File: src/hw/rtl/cse_pkg.sv
package cse_pkg;

  localparam int TIME_W = 32;
  localparam int EDGE_W = 8;
  localparam int SPEED_W = 30;
  localparam int ACCEL_W = 32;
  localparam int USEC_W = 20;

  // shared divider sizes: numerator covers |dspeed| * 1e6, divisor covers period * 16
  localparam int DIV_NW = SPEED_W + USEC_W;
  localparam int DIV_DW = TIME_W + 4;
  localparam int DIV_CW = 6;

  localparam logic [SPEED_W-1:0] SPEED_NUM = 30'd960000000;
  localparam logic [USEC_W-1:0] USEC_PER_S = 20'd1000000;
  localparam logic [EDGE_W-1:0] EDGE_MAX = {EDGE_W{1'b1}};

  localparam logic CMD_EDGE = 1'b0;
  localparam logic CMD_TICK = 1'b1;

  localparam logic [1:0] HEALTH_VALID = 2'd0;
  localparam logic [1:0] HEALTH_STABILIZING = 2'd1;
  localparam logic [1:0] HEALTH_FAILED = 2'd2;
  localparam logic [1:0] HEALTH_STALE = 2'd3;

  localparam logic [1:0] QUALITY_GOOD = 2'd0;
  localparam logic [1:0] QUALITY_SUSPECT = 2'd1;
  localparam logic [1:0] QUALITY_BAD = 2'd2;

  localparam logic [1:0] FAULT_NONE = 2'b00;
  localparam logic [1:0] FAULT_PLAUSIBILITY = 2'b01;
  localparam logic [1:0] FAULT_STALE = 2'b10;

  localparam logic [1:0] REG_MIN_RPM = 2'd0;
  localparam logic [1:0] REG_MAX_RPM = 2'd1;
  localparam logic [1:0] REG_SYNC_EDGES = 2'd2;
  localparam logic [1:0] REG_STALE_TIMEOUT = 2'd3;

  typedef struct packed {
    logic command;
    logic [TIME_W-1:0] time_us;
  } in_item_t;

  typedef struct packed {
    logic [1:0] health;
    logic [1:0] quality;
    logic [1:0] fault_mask;
    logic [TIME_W-1:0] edge_period;
    logic [SPEED_W-1:0] speed_x16;
    logic signed [ACCEL_W-1:0] accel_rpm_s;
    logic [31:0] revolution_count;
    logic synchronized;
    logic control_ok;
    logic [TIME_W-1:0] sample_time;
    logic [TIME_W-1:0] edge_time;
  } out_item_t;

  typedef enum logic [3:0] {
    ST_IDLE,
    ST_DECIDE,
    ST_SPEED,
    ST_CHECK,
    ST_MUL,
    ST_START_ACCEL,
    ST_ACCEL,
    ST_COMMIT,
    ST_OUT
  } ctrl_state_t;

  typedef struct packed {
    logic load;
    logic div_start;
    logic div_accel;
    logic latch_speed;
    logic latch_accel;
    logic check;
    logic mul;
    logic commit;
  } ctrl_cmd_t;

  typedef struct packed {
    logic is_tick;
    logic have_edge;
    logic div_done;
    logic skip_accel;
  } dp_status_t;

endpackage

File: src/hw/rtl/cse_div.sv
module cse_div (
  input  logic clk,
  input  logic rst,
  input  logic start,
  input  logic [cse_pkg::DIV_NW-1:0] num,
  input  logic [cse_pkg::DIV_DW-1:0] den,
  output logic done,
  output logic [cse_pkg::DIV_NW-1:0] quo
);

  logic [cse_pkg::DIV_DW-1:0] rem;
  logic [cse_pkg::DIV_DW-1:0] divisor;
  logic [cse_pkg::DIV_CW-1:0] cnt;
  logic busy;
  logic [cse_pkg::DIV_DW:0] rem_sh;
  logic [cse_pkg::DIV_DW:0] rem_sub;
  logic fits;

  // one restoring step per cycle
  assign rem_sh = {rem, quo[cse_pkg::DIV_NW-1]};
  assign rem_sub = rem_sh - {1'b0, divisor};
  assign fits = rem_sh >= {1'b0, divisor};

  always_ff @(posedge clk) begin
    if (rst) begin
      busy <= 1'b0;
      done <= 1'b0;
      cnt <= '0;
    end else begin
      done <= 1'b0;
      if (start) begin
        busy <= 1'b1;
        cnt <= '0;
      end else if (busy) begin
        cnt <= cnt + 1'b1;
        if (cnt == cse_pkg::DIV_CW'(cse_pkg::DIV_NW - 1)) begin
          busy <= 1'b0;
          done <= 1'b1;
        end
      end
    end
  end

  // operand and partial remainder registers
  always_ff @(posedge clk) begin
    if (start) begin
      rem <= '0;
      quo <= num;
      divisor <= den;
    end else if (busy) begin
      rem <= fits ? rem_sub[cse_pkg::DIV_DW-1:0] : rem_sh[cse_pkg::DIV_DW-1:0];
      quo <= {quo[cse_pkg::DIV_NW-2:0], fits};
    end
  end

endmodule

File: src/hw/rtl/cse_ctrl.sv
module cse_ctrl (
  input  logic clk,
  input  logic rst,
  input  logic in_valid,
  output logic in_stall,
  output logic out_valid,
  input  logic out_stall,
  input  cse_pkg::dp_status_t status,
  output cse_pkg::ctrl_cmd_t cmd
);

  cse_pkg::ctrl_state_t state;
  cse_pkg::ctrl_state_t state_next;

  // state register
  always_ff @(posedge clk) begin
    if (rst) begin
      state <= cse_pkg::ST_IDLE;
    end else begin
      state <= state_next;
    end
  end

  // next state and commands
  always_comb begin
    state_next = state;
    cmd = '0;
    in_stall = 1'b1;
    out_valid = 1'b0;
    unique case (state)
      cse_pkg::ST_IDLE: begin
        in_stall = 1'b0;
        if (in_valid) begin
          cmd.load = 1'b1;
          state_next = cse_pkg::ST_DECIDE;
        end
      end
      cse_pkg::ST_DECIDE: begin
        if (status.is_tick || !status.have_edge) begin
          state_next = cse_pkg::ST_COMMIT;
        end else begin
          cmd.div_start = 1'b1;
          state_next = cse_pkg::ST_SPEED;
        end
      end
      cse_pkg::ST_SPEED: begin
        if (status.div_done) begin
          cmd.latch_speed = 1'b1;
          state_next = cse_pkg::ST_CHECK;
        end
      end
      cse_pkg::ST_CHECK: begin
        cmd.check = 1'b1;
        state_next = cse_pkg::ST_MUL;
      end
      cse_pkg::ST_MUL: begin
        cmd.mul = 1'b1;
        state_next = status.skip_accel ? cse_pkg::ST_COMMIT : cse_pkg::ST_START_ACCEL;
      end
      cse_pkg::ST_START_ACCEL: begin
        cmd.div_start = 1'b1;
        cmd.div_accel = 1'b1;
        state_next = cse_pkg::ST_ACCEL;
      end
      cse_pkg::ST_ACCEL: begin
        cmd.div_accel = 1'b1;
        if (status.div_done) begin
          cmd.latch_accel = 1'b1;
          state_next = cse_pkg::ST_COMMIT;
        end
      end
      cse_pkg::ST_COMMIT: begin
        cmd.commit = 1'b1;
        state_next = cse_pkg::ST_OUT;
      end
      cse_pkg::ST_OUT: begin
        out_valid = 1'b1;
        if (!out_stall) begin
          state_next = cse_pkg::ST_IDLE;
        end
      end
      default: begin
        state_next = cse_pkg::ST_IDLE;
      end
    endcase
  end

  // no new transfer while a result is pending
  a_out_blocks_in: assert property (@(posedge clk) disable iff (rst)
    out_valid |-> in_stall)
    else $error("input taken while result pending");

  // every commit presents a result next cycle
  a_commit_out: assert property (@(posedge clk) disable iff (rst)
    cmd.commit |=> out_valid)
    else $error("commit did not present a result");

  // divider never finishes right after a start
  a_div_latency: assert property (@(posedge clk) disable iff (rst)
    cmd.div_start |=> !status.div_done)
    else $error("divider done too early");

  // a divider start is only issued from idle-divider states
  a_start_state: assert property (@(posedge clk) disable iff (rst)
    cmd.div_start |-> (state == cse_pkg::ST_DECIDE || state == cse_pkg::ST_START_ACCEL))
    else $error("divider started from wrong state");

endmodule

File: src/hw/rtl/cse_dp.sv
module cse_dp (
  input  logic clk,
  input  logic rst,
  input  cse_pkg::in_item_t in_data,
  input  logic cfg_write,
  input  logic [1:0] cfg_index,
  input  logic [31:0] cfg_data,
  input  cse_pkg::ctrl_cmd_t cmd,
  output cse_pkg::dp_status_t status,
  output cse_pkg::out_item_t held
);

  logic [15:0] min_rpm;
  logic [15:0] max_rpm;
  logic [cse_pkg::EDGE_W-1:0] sync_edges;
  logic [31:0] stale_timeout;

  logic have_edge;
  logic [cse_pkg::TIME_W-1:0] last_edge_time;
  logic [cse_pkg::EDGE_W-1:0] edge_count;
  logic [cse_pkg::SPEED_W-1:0] prev_speed;
  logic [31:0] revolutions;

  logic is_tick;
  logic [cse_pkg::TIME_W-1:0] t_r;
  logic [cse_pkg::TIME_W-1:0] period;
  logic [cse_pkg::SPEED_W-1:0] speed;
  logic reject;
  logic neg;
  logic [cse_pkg::SPEED_W-1:0] mag;
  logic [cse_pkg::DIV_NW-1:0] prod;
  logic signed [cse_pkg::ACCEL_W-1:0] accel;

  logic [cse_pkg::TIME_W-1:0] elapsed;
  logic period_zero;
  logic div_done;
  logic [cse_pkg::DIV_NW-1:0] quo;
  logic [cse_pkg::DIV_NW-1:0] div_num;
  logic [cse_pkg::DIV_DW-1:0] div_den;
  logic [cse_pkg::SPEED_W-1:0] min_x16;
  logic [cse_pkg::SPEED_W-1:0] max_x16;
  logic [cse_pkg::EDGE_W-1:0] edge_inc;
  logic sync;
  logic stale;
  logic signed [cse_pkg::ACCEL_W-1:0] accel_sat;
  cse_pkg::out_item_t held_next;

  assign elapsed = t_r - last_edge_time;
  assign period_zero = (period == '0);
  assign min_x16 = {10'd0, min_rpm, 4'd0};
  assign max_x16 = {10'd0, max_rpm, 4'd0};

  // divider operands: speed pass or acceleration pass
  assign div_num = cmd.div_accel ? prod
                 : {{(cse_pkg::DIV_NW - cse_pkg::SPEED_W){1'b0}}, cse_pkg::SPEED_NUM};
  assign div_den = cmd.div_accel ? {period, 4'd0} : {4'd0, elapsed};

  cse_div u_div (
    .clk   (clk),
    .rst   (rst),
    .start (cmd.div_start),
    .num   (div_num),
    .den   (div_den),
    .done  (div_done),
    .quo   (quo)
  );

  assign status.is_tick = is_tick;
  assign status.have_edge = have_edge;
  assign status.div_done = div_done;
  assign status.skip_accel = reject || period_zero;

  // configuration registers
  always_ff @(posedge clk) begin
    if (rst) begin
      min_rpm <= 16'd0;
      max_rpm <= 16'hFFFF;
      sync_edges <= cse_pkg::EDGE_W'(2);
      stale_timeout <= 32'd1000000;
    end else if (cfg_write) begin
      unique case (cfg_index)
        cse_pkg::REG_MIN_RPM: min_rpm <= cfg_data[15:0];
        cse_pkg::REG_MAX_RPM: max_rpm <= cfg_data[15:0];
        cse_pkg::REG_SYNC_EDGES: sync_edges <= cfg_data[cse_pkg::EDGE_W-1:0];
        cse_pkg::REG_STALE_TIMEOUT: stale_timeout <= cfg_data;
        default: ;
      endcase
    end
  end

  // saturated signed acceleration from the quotient
  always_comb begin
    if (neg) begin
      if (quo > {{(cse_pkg::DIV_NW - 32){1'b0}}, 32'h8000_0000}) begin
        accel_sat = 32'sh8000_0000;
      end else begin
        accel_sat = -$signed(quo[31:0]);
      end
    end else begin
      if (quo > {{(cse_pkg::DIV_NW - 32){1'b0}}, 32'h7FFF_FFFF}) begin
        accel_sat = 32'sh7FFF_FFFF;
      end else begin
        accel_sat = $signed(quo[31:0]);
      end
    end
  end

  // working registers for one item
  always_ff @(posedge clk) begin
    if (cmd.load) begin
      is_tick <= (in_data.command == cse_pkg::CMD_TICK);
      t_r <= in_data.time_us;
    end
    if (cmd.div_start && !cmd.div_accel) begin
      period <= elapsed;
    end
    if (cmd.latch_speed) begin
      speed <= period_zero ? '0 : quo[cse_pkg::SPEED_W-1:0];
    end
    if (cmd.check) begin
      reject <= (speed < min_x16) || (speed > max_x16);
      neg <= speed < prev_speed;
      mag <= (speed < prev_speed) ? prev_speed - speed : speed - prev_speed;
    end
    if (cmd.mul) begin
      prod <= mag * cse_pkg::USEC_PER_S;
      accel <= '0;
    end
    if (cmd.latch_accel) begin
      accel <= accel_sat;
    end
  end

  assign edge_inc = (edge_count < cse_pkg::EDGE_MAX) ? edge_count + 1'b1 : edge_count;
  assign sync = edge_inc >= sync_edges;
  assign stale = !have_edge || (elapsed > stale_timeout);

  // next held reading
  always_comb begin
    held_next = held;
    if (is_tick) begin
      if (stale) begin
        held_next.sample_time = t_r;
        held_next.synchronized = 1'b0;
        held_next.control_ok = 1'b0;
        held_next.health = cse_pkg::HEALTH_STALE;
        held_next.quality = cse_pkg::QUALITY_BAD;
        held_next.fault_mask = held.fault_mask | cse_pkg::FAULT_STALE;
      end
    end else begin
      held_next = '0;
      held_next.sample_time = t_r;
      held_next.edge_time = t_r;
      if (!have_edge) begin
        held_next.health = cse_pkg::HEALTH_STABILIZING;
        held_next.quality = cse_pkg::QUALITY_SUSPECT;
        held_next.fault_mask = cse_pkg::FAULT_NONE;
      end else if (reject) begin
        held_next.health = cse_pkg::HEALTH_FAILED;
        held_next.quality = cse_pkg::QUALITY_BAD;
        held_next.fault_mask = cse_pkg::FAULT_PLAUSIBILITY;
      end else begin
        held_next.health = sync ? cse_pkg::HEALTH_VALID : cse_pkg::HEALTH_STABILIZING;
        held_next.quality = cse_pkg::QUALITY_GOOD;
        held_next.fault_mask = cse_pkg::FAULT_NONE;
        held_next.edge_period = period;
        held_next.speed_x16 = speed;
        held_next.accel_rpm_s = period_zero ? '0 : accel;
        held_next.revolution_count = revolutions + 1'b1;
        held_next.synchronized = sync;
        held_next.control_ok = sync;
      end
    end
  end

  // tracking state and held reading
  always_ff @(posedge clk) begin
    if (rst) begin
      have_edge <= 1'b0;
      last_edge_time <= '0;
      edge_count <= '0;
      prev_speed <= '0;
      revolutions <= '0;
      held <= '0;
    end else if (cmd.commit) begin
      held <= held_next;
      if (is_tick) begin
        if (stale) begin
          have_edge <= 1'b0;
          edge_count <= '0;
          prev_speed <= '0;
        end
      end else if (!have_edge) begin
        have_edge <= 1'b1;
        last_edge_time <= t_r;
        edge_count <= cse_pkg::EDGE_W'(1);
      end else if (!reject) begin
        edge_count <= edge_inc;
        revolutions <= revolutions + 1'b1;
        last_edge_time <= t_r;
        prev_speed <= speed;
      end
    end
  end

  // a synchronized reading is never flagged stale or failed
  a_sync_health: assert property (@(posedge clk) disable iff (rst)
    held.synchronized |-> (held.health == cse_pkg::HEALTH_VALID))
    else $error("synchronized reading with bad health");

  // edge count only moves on commit
  a_count_commit: assert property (@(posedge clk) disable iff (rst)
    !$past(cmd.commit) && !$past(rst) |-> $stable(edge_count))
    else $error("edge count changed outside commit");

  // without an armed edge the count is clear
  a_count_armed: assert property (@(posedge clk) disable iff (rst)
    !have_edge |-> (edge_count == '0))
    else $error("edge count set while unarmed");

endmodule

File: src/hw/rtl/crank_speed_estimator.sv
// Crank speed estimator.
// Input channel (in_valid, in_stall, in_data): one transfer carries either a
// crank edge capture time or a stale-check tick with the current time.
// Output channel (out_valid, out_stall, out_data): exactly one reading per
// input transfer, in order. Configuration port (cfg_write, cfg_index,
// cfg_data) sets min_rpm, max_rpm, sync_edges and stale_timeout; write it
// only while the block is idle.
// Items are handled one at a time. A tick or a first edge goes through the
// decide and commit states before its output transfer is offered. A later
// edge uses two passes of one shared bit-serial divider (50 steps each) for
// speed and acceleration, plus decide, check, multiply, start and commit
// states; a rejected or zero period edge skips the second pass. The block
// returns to idle after each output transfer before it takes the next item.
// in_stall stays high from a transfer until its result has been taken; a
// stalled receiver holds the result and the block waits.
// Reset (rst, synchronous) clears tracking state and the held reading and
// loads the default configuration.
module crank_speed_estimator (
  input  logic clk,
  input  logic rst,
  input  logic in_valid,
  output logic in_stall,
  input  cse_pkg::in_item_t in_data,
  output logic out_valid,
  input  logic out_stall,
  output cse_pkg::out_item_t out_data,
  input  logic cfg_write,
  input  logic [1:0] cfg_index,
  input  logic [31:0] cfg_data
);

  cse_pkg::ctrl_cmd_t cmd;
  cse_pkg::dp_status_t status;

  cse_ctrl u_ctrl (
    .clk       (clk),
    .rst       (rst),
    .in_valid  (in_valid),
    .in_stall  (in_stall),
    .out_valid (out_valid),
    .out_stall (out_stall),
    .status    (status),
    .cmd       (cmd)
  );

  cse_dp u_dp (
    .clk       (clk),
    .rst       (rst),
    .in_data   (in_data),
    .cfg_write (cfg_write),
    .cfg_index (cfg_index),
    .cfg_data  (cfg_data),
    .cmd       (cmd),
    .status    (status),
    .held      (out_data)
  );

endmodule
File: config.mk
export PLATFORM = sky130hd
export DESIGN_NAME = crank_speed_estimator
export DESIGN_NICKNAME = d
export VERILOG_FILES = /design/src/hw/rtl/cse_pkg.sv /design/src/hw/rtl/cse_div.sv /design/src/hw/rtl/cse_ctrl.sv /design/src/hw/rtl/cse_dp.sv /design/src/hw/rtl/crank_speed_estimator.sv
export SDC_FILE = /design/constraint.sdc
export NUM_CORES = 2
export LEC_CHECK = 0
export BUFFER_PORTS_ARGS = -buffer_cell sky130_fd_sc_hd__buf_4
export CAP_MARGIN = 15
export CELL_PAD_IN_SITES_DETAIL_PLACEMENT = 0
export CELL_PAD_IN_SITES_GLOBAL_PLACEMENT = 1
export CORE_ASPECT_RATIO = 0.6
export CORE_MARGIN = 2
export CORE_UTILIZATION = 48
export DETAILED_ROUTE_END_ITERATION = 6
export GPL_ROUTABILITY_DRIVEN = 0
export PLACE_DENSITY_LB_ADDON = 0.1
export SKIP_LAST_GASP = 1
export SLEW_MARGIN = 20
export SYNTH_ARGS = -nofsm -noshare
export SYNTH_HDL_FRONTEND = slang
export SYNTH_SLANG_ARGS = --single-unit
File: constraint.sdc
create_clock -name clk -period 8.55 [get_ports clk]
set_clock_uncertainty 0.05 [all_clocks]
set_input_delay 1.71 -clock clk [delete_from_list [all_inputs] [get_ports clk]]
set_output_delay 1.71 -clock clk [all_outputs]
set_load 0.05 [all_outputs]
==> metrics.yaml <==
status:
  status: "complete, no violations"
clock_tree:
  cts_buffer_depth: 3
  cts_max_level: 3
  numCtsBuffers: 71
  cts_tree: "done"
  cts_resized: 0
  clockRootBuffer: "clkbuf_16"
  clk-insertion-delay-late_ps: 650
  post_cts_hold_buffer_count: 0
  post_cts_buffers: 0
  cts_sinks: 708
  clk_transition_reported_paths_ps: 60
floorplanning:
  fp.dieW_um: 382
  die_h_um: 231
  dieArea_um2: 88300
  io_pins: 272
  core-area_um2: 85300
  row_count: 83
  initial_core_util_pct: 48.4
synthesis:
  postSynthCellCount: 4315
  avgSynthCellArea_um2: 9.55
  synth_top_area_share_pct: 21.1
  syn_area_um2: 41200
  synth.most_common_cell: "nand2_1"
  synth_flop_cell: "dfxtp_1"
  synth_top_area_cell: "edfxtp_1"
  ys_ff_latch: 708
  synth_commonest_cells: "nand2_1, dfxtp_1, inv_1"
  postSynth.asyncResetShare_pct: 0
  synth_area_leaders: "edfxtp_1, dfxtp_1, ha_1"
  ys_warn_count: 0
  ys_seq_area_share_pct: 41.4
  synth_fp_nets: 4865
  ys_types: 84
  synth_edf_count: 289
final_layout:
  nFillCells: 7677
  syn2layout_area_growth_pct: 13.2
  drive_gt1_share_pct: 10.7
  final_nets: 5052
placement:
  dp_slack_ps: 1780
  port_buffers: 271
  dp_hpwl_mm: 92.0
global_routing:
  antenna_found_initial: 14
  grt_max_degree: 110
  overflow: 0
  grt_usage_pct: 27.0
  grt_pass1_vias: 29000
  grt_pass1_wl_mm: 183
routing:
  routedWlPerCell_um: 21.2
  totalWireLength_mm: 121
  vias: 32300
  wl_met3_mm: 13.0
  avgViaCountPerCell: 5.65
  drc: 0
  wl_met1_mm: 63.7
  route.met2.wl_mm: 42.7
  first_iter_violations: 3105
  drt_first_pass_iters: 5
  antenna_left: 0
  top_layer: "met5"
timing:
  max-slew-margin-rel_pct: 17.9
  final_max_slew_viol_count: 0
  fmax_mhz: 149
  max_slew.worst_pin.slew_ps: 1220
  tns_ps: 0
  finalHoldViolations: 0
  fin_ws_ps: 1830
  setup_viol: 0
  rsz0062_at_grt: "false"
  period_needed_ps: 6720
  period_share_pct: 78.6
worst_setup_path:
  critical_path_class: "register to register"
  cp_top_family: "adder cells"
  critical_path_required_ps: 8880
  crit_buf_inv: 5
  critPathMaxFanout: 7
  cp-start-kind: "register"
  worst_path_largest_cell_delay_ps: 690
  slowest_stage: "a2111oi_0"
  crit_chain: "inv_1 > fa_1 > inv_1 > fa_1 > fa_1 > fa_1 > ha_1 > inv_1 > fa_1 > inv_1 > ha_1 > inv_1 > nor3_1 > a221oi_1 > a2111oi_0 > o21ai_0 > a311oi_1 > nand4_1 > a31oi_1 > xnor2_1"
  critPathArrivalTime_ps: 7050
  end_kind: "register"
power_and_ir_drop:
  total_power_mw: 18.6
  p_leak_nw: 19.1
  pwr_density_cell_nw_per_um2: 399
  ir_drop_uv: 582
job:
  cap_violations: 0
worst_hold_path:
  worstHoldPathType: "register to register"
## metal layers
| metal | track usage [%] | vias to the layer above |
|---|---|---|
| li1 | - | 15500 |
| met1 | 45.3 | 15500 |
| met2 | 31.6 | 1072 |
| met3 | 9.67 | 129 |
| met4 | 4.06 | 20 |
| met5 | 0 | - |
## cells by family (layout without fill, tap and decap cells)
group | after synthesis | after routing | share of synthesized area (%)
buf+inv | 600 | 844 | 5.63
mux | 78 | 78 | 1.96
compound gates | 1061 | 1061 | 17.0
xor+xnor | 174 | 174 | 3.70
fa+ha+maj | 478 | 478 | 16.9
other cells | 0 | 1 | 0
flops | 708 | 708 | 41.4
simple gates | 1216 | 1216 | 13.5
## worst register-to-register path: stages, from the launching register on
cell,delay (ps)
edfxtp_1,510
inv_1,110
fa_1,540
inv_1,50
fa_1,500
fa_1,570
fa_1,430
ha_1,300
inv_1,60
fa_1,520
inv_1,50
ha_1,350
inv_1,90
nor3_1,260
a221oi_1,190
a2111oi_0,690
o21ai_0,270
a311oi_1,460
nand4_1,180
a31oi_1,190
xnor2_1,100
## final cells by class
cell class,instances,area (um^2),area share (%)
Tap cell,1147,1440,3.08
Antenna cell,1,2.50,0.00536
Multi-Input combinational cell,3007,22000,47.1
Inverter,405,1530,3.27
Timing Repair Buffer,309,2320,4.98
Sequential cell,708,17100,36.6
Clock inverter,27,272,0.582
Clock buffer,103,2070,4.44
## layout by cell type (no fill, tap or decap), drive strengths merged, types with 137 or more instances in the layout
cell type / count
a21oi: 309
a22o: 137
buf: 309
dfxtp: 419
edfxtp: 289
ha: 349
inv: 413
nand2: 533
nor2: 257
o21ai: 205
## worst paths after layout
kind	from	endpoint	slack, ps	cells after the start
min reg2reg	u_dp.held[157]	u_dp.held[157]	400	2
max reg2reg	u_dp.mag[1]	u_dp.prod[49]	1830	20
max	u_dp.mag[1]	u_dp.prod[49]	1830	20
min	u_dp.held[157]	u_dp.held[157]	400	2
## flip-flops by register name (all words and copies together) (netlist names), 30 cells and up
register / cells
u_dp.period: 32
u_dp.speed: 30
u_dp.revolutions: 32
u_dp.last_edge_time: 32
u_dp.u_div.rem: 36
u_dp.prev_speed: 30
u_dp.held: 196
u_dp.u_div.divisor: 36
u_dp.stale_timeout: 32
u_dp.mag: 30
u_dp.accel: 32
u_dp.prod: 44
u_dp.u_div.quo: 50
u_dp.t_r: 32
## where the power goes
group | total [mW] | internal, mW | switching, mW
clock | 3.20 | 1.80 | 1.40
combinational | 10.6 | 4.17 | 6.45
sequential | 4.81 | 4.47 | 0.334
total | 18.6 | 10.4 | 8.18
## through the flow
step	utilization (%)	cell area [um^2]	cells	hold slack [ps]
floorplan	-	41200	4315	384
global placement	51.9	44300	5576	388
detailed placement	51.9	44300	5576	393
CTS	54.7	46600	5706	405
global route	54.7	46600	5706	422
finish	54.7	46600	5707	401
Note: power is estimated with default switching activity, not from simulation.
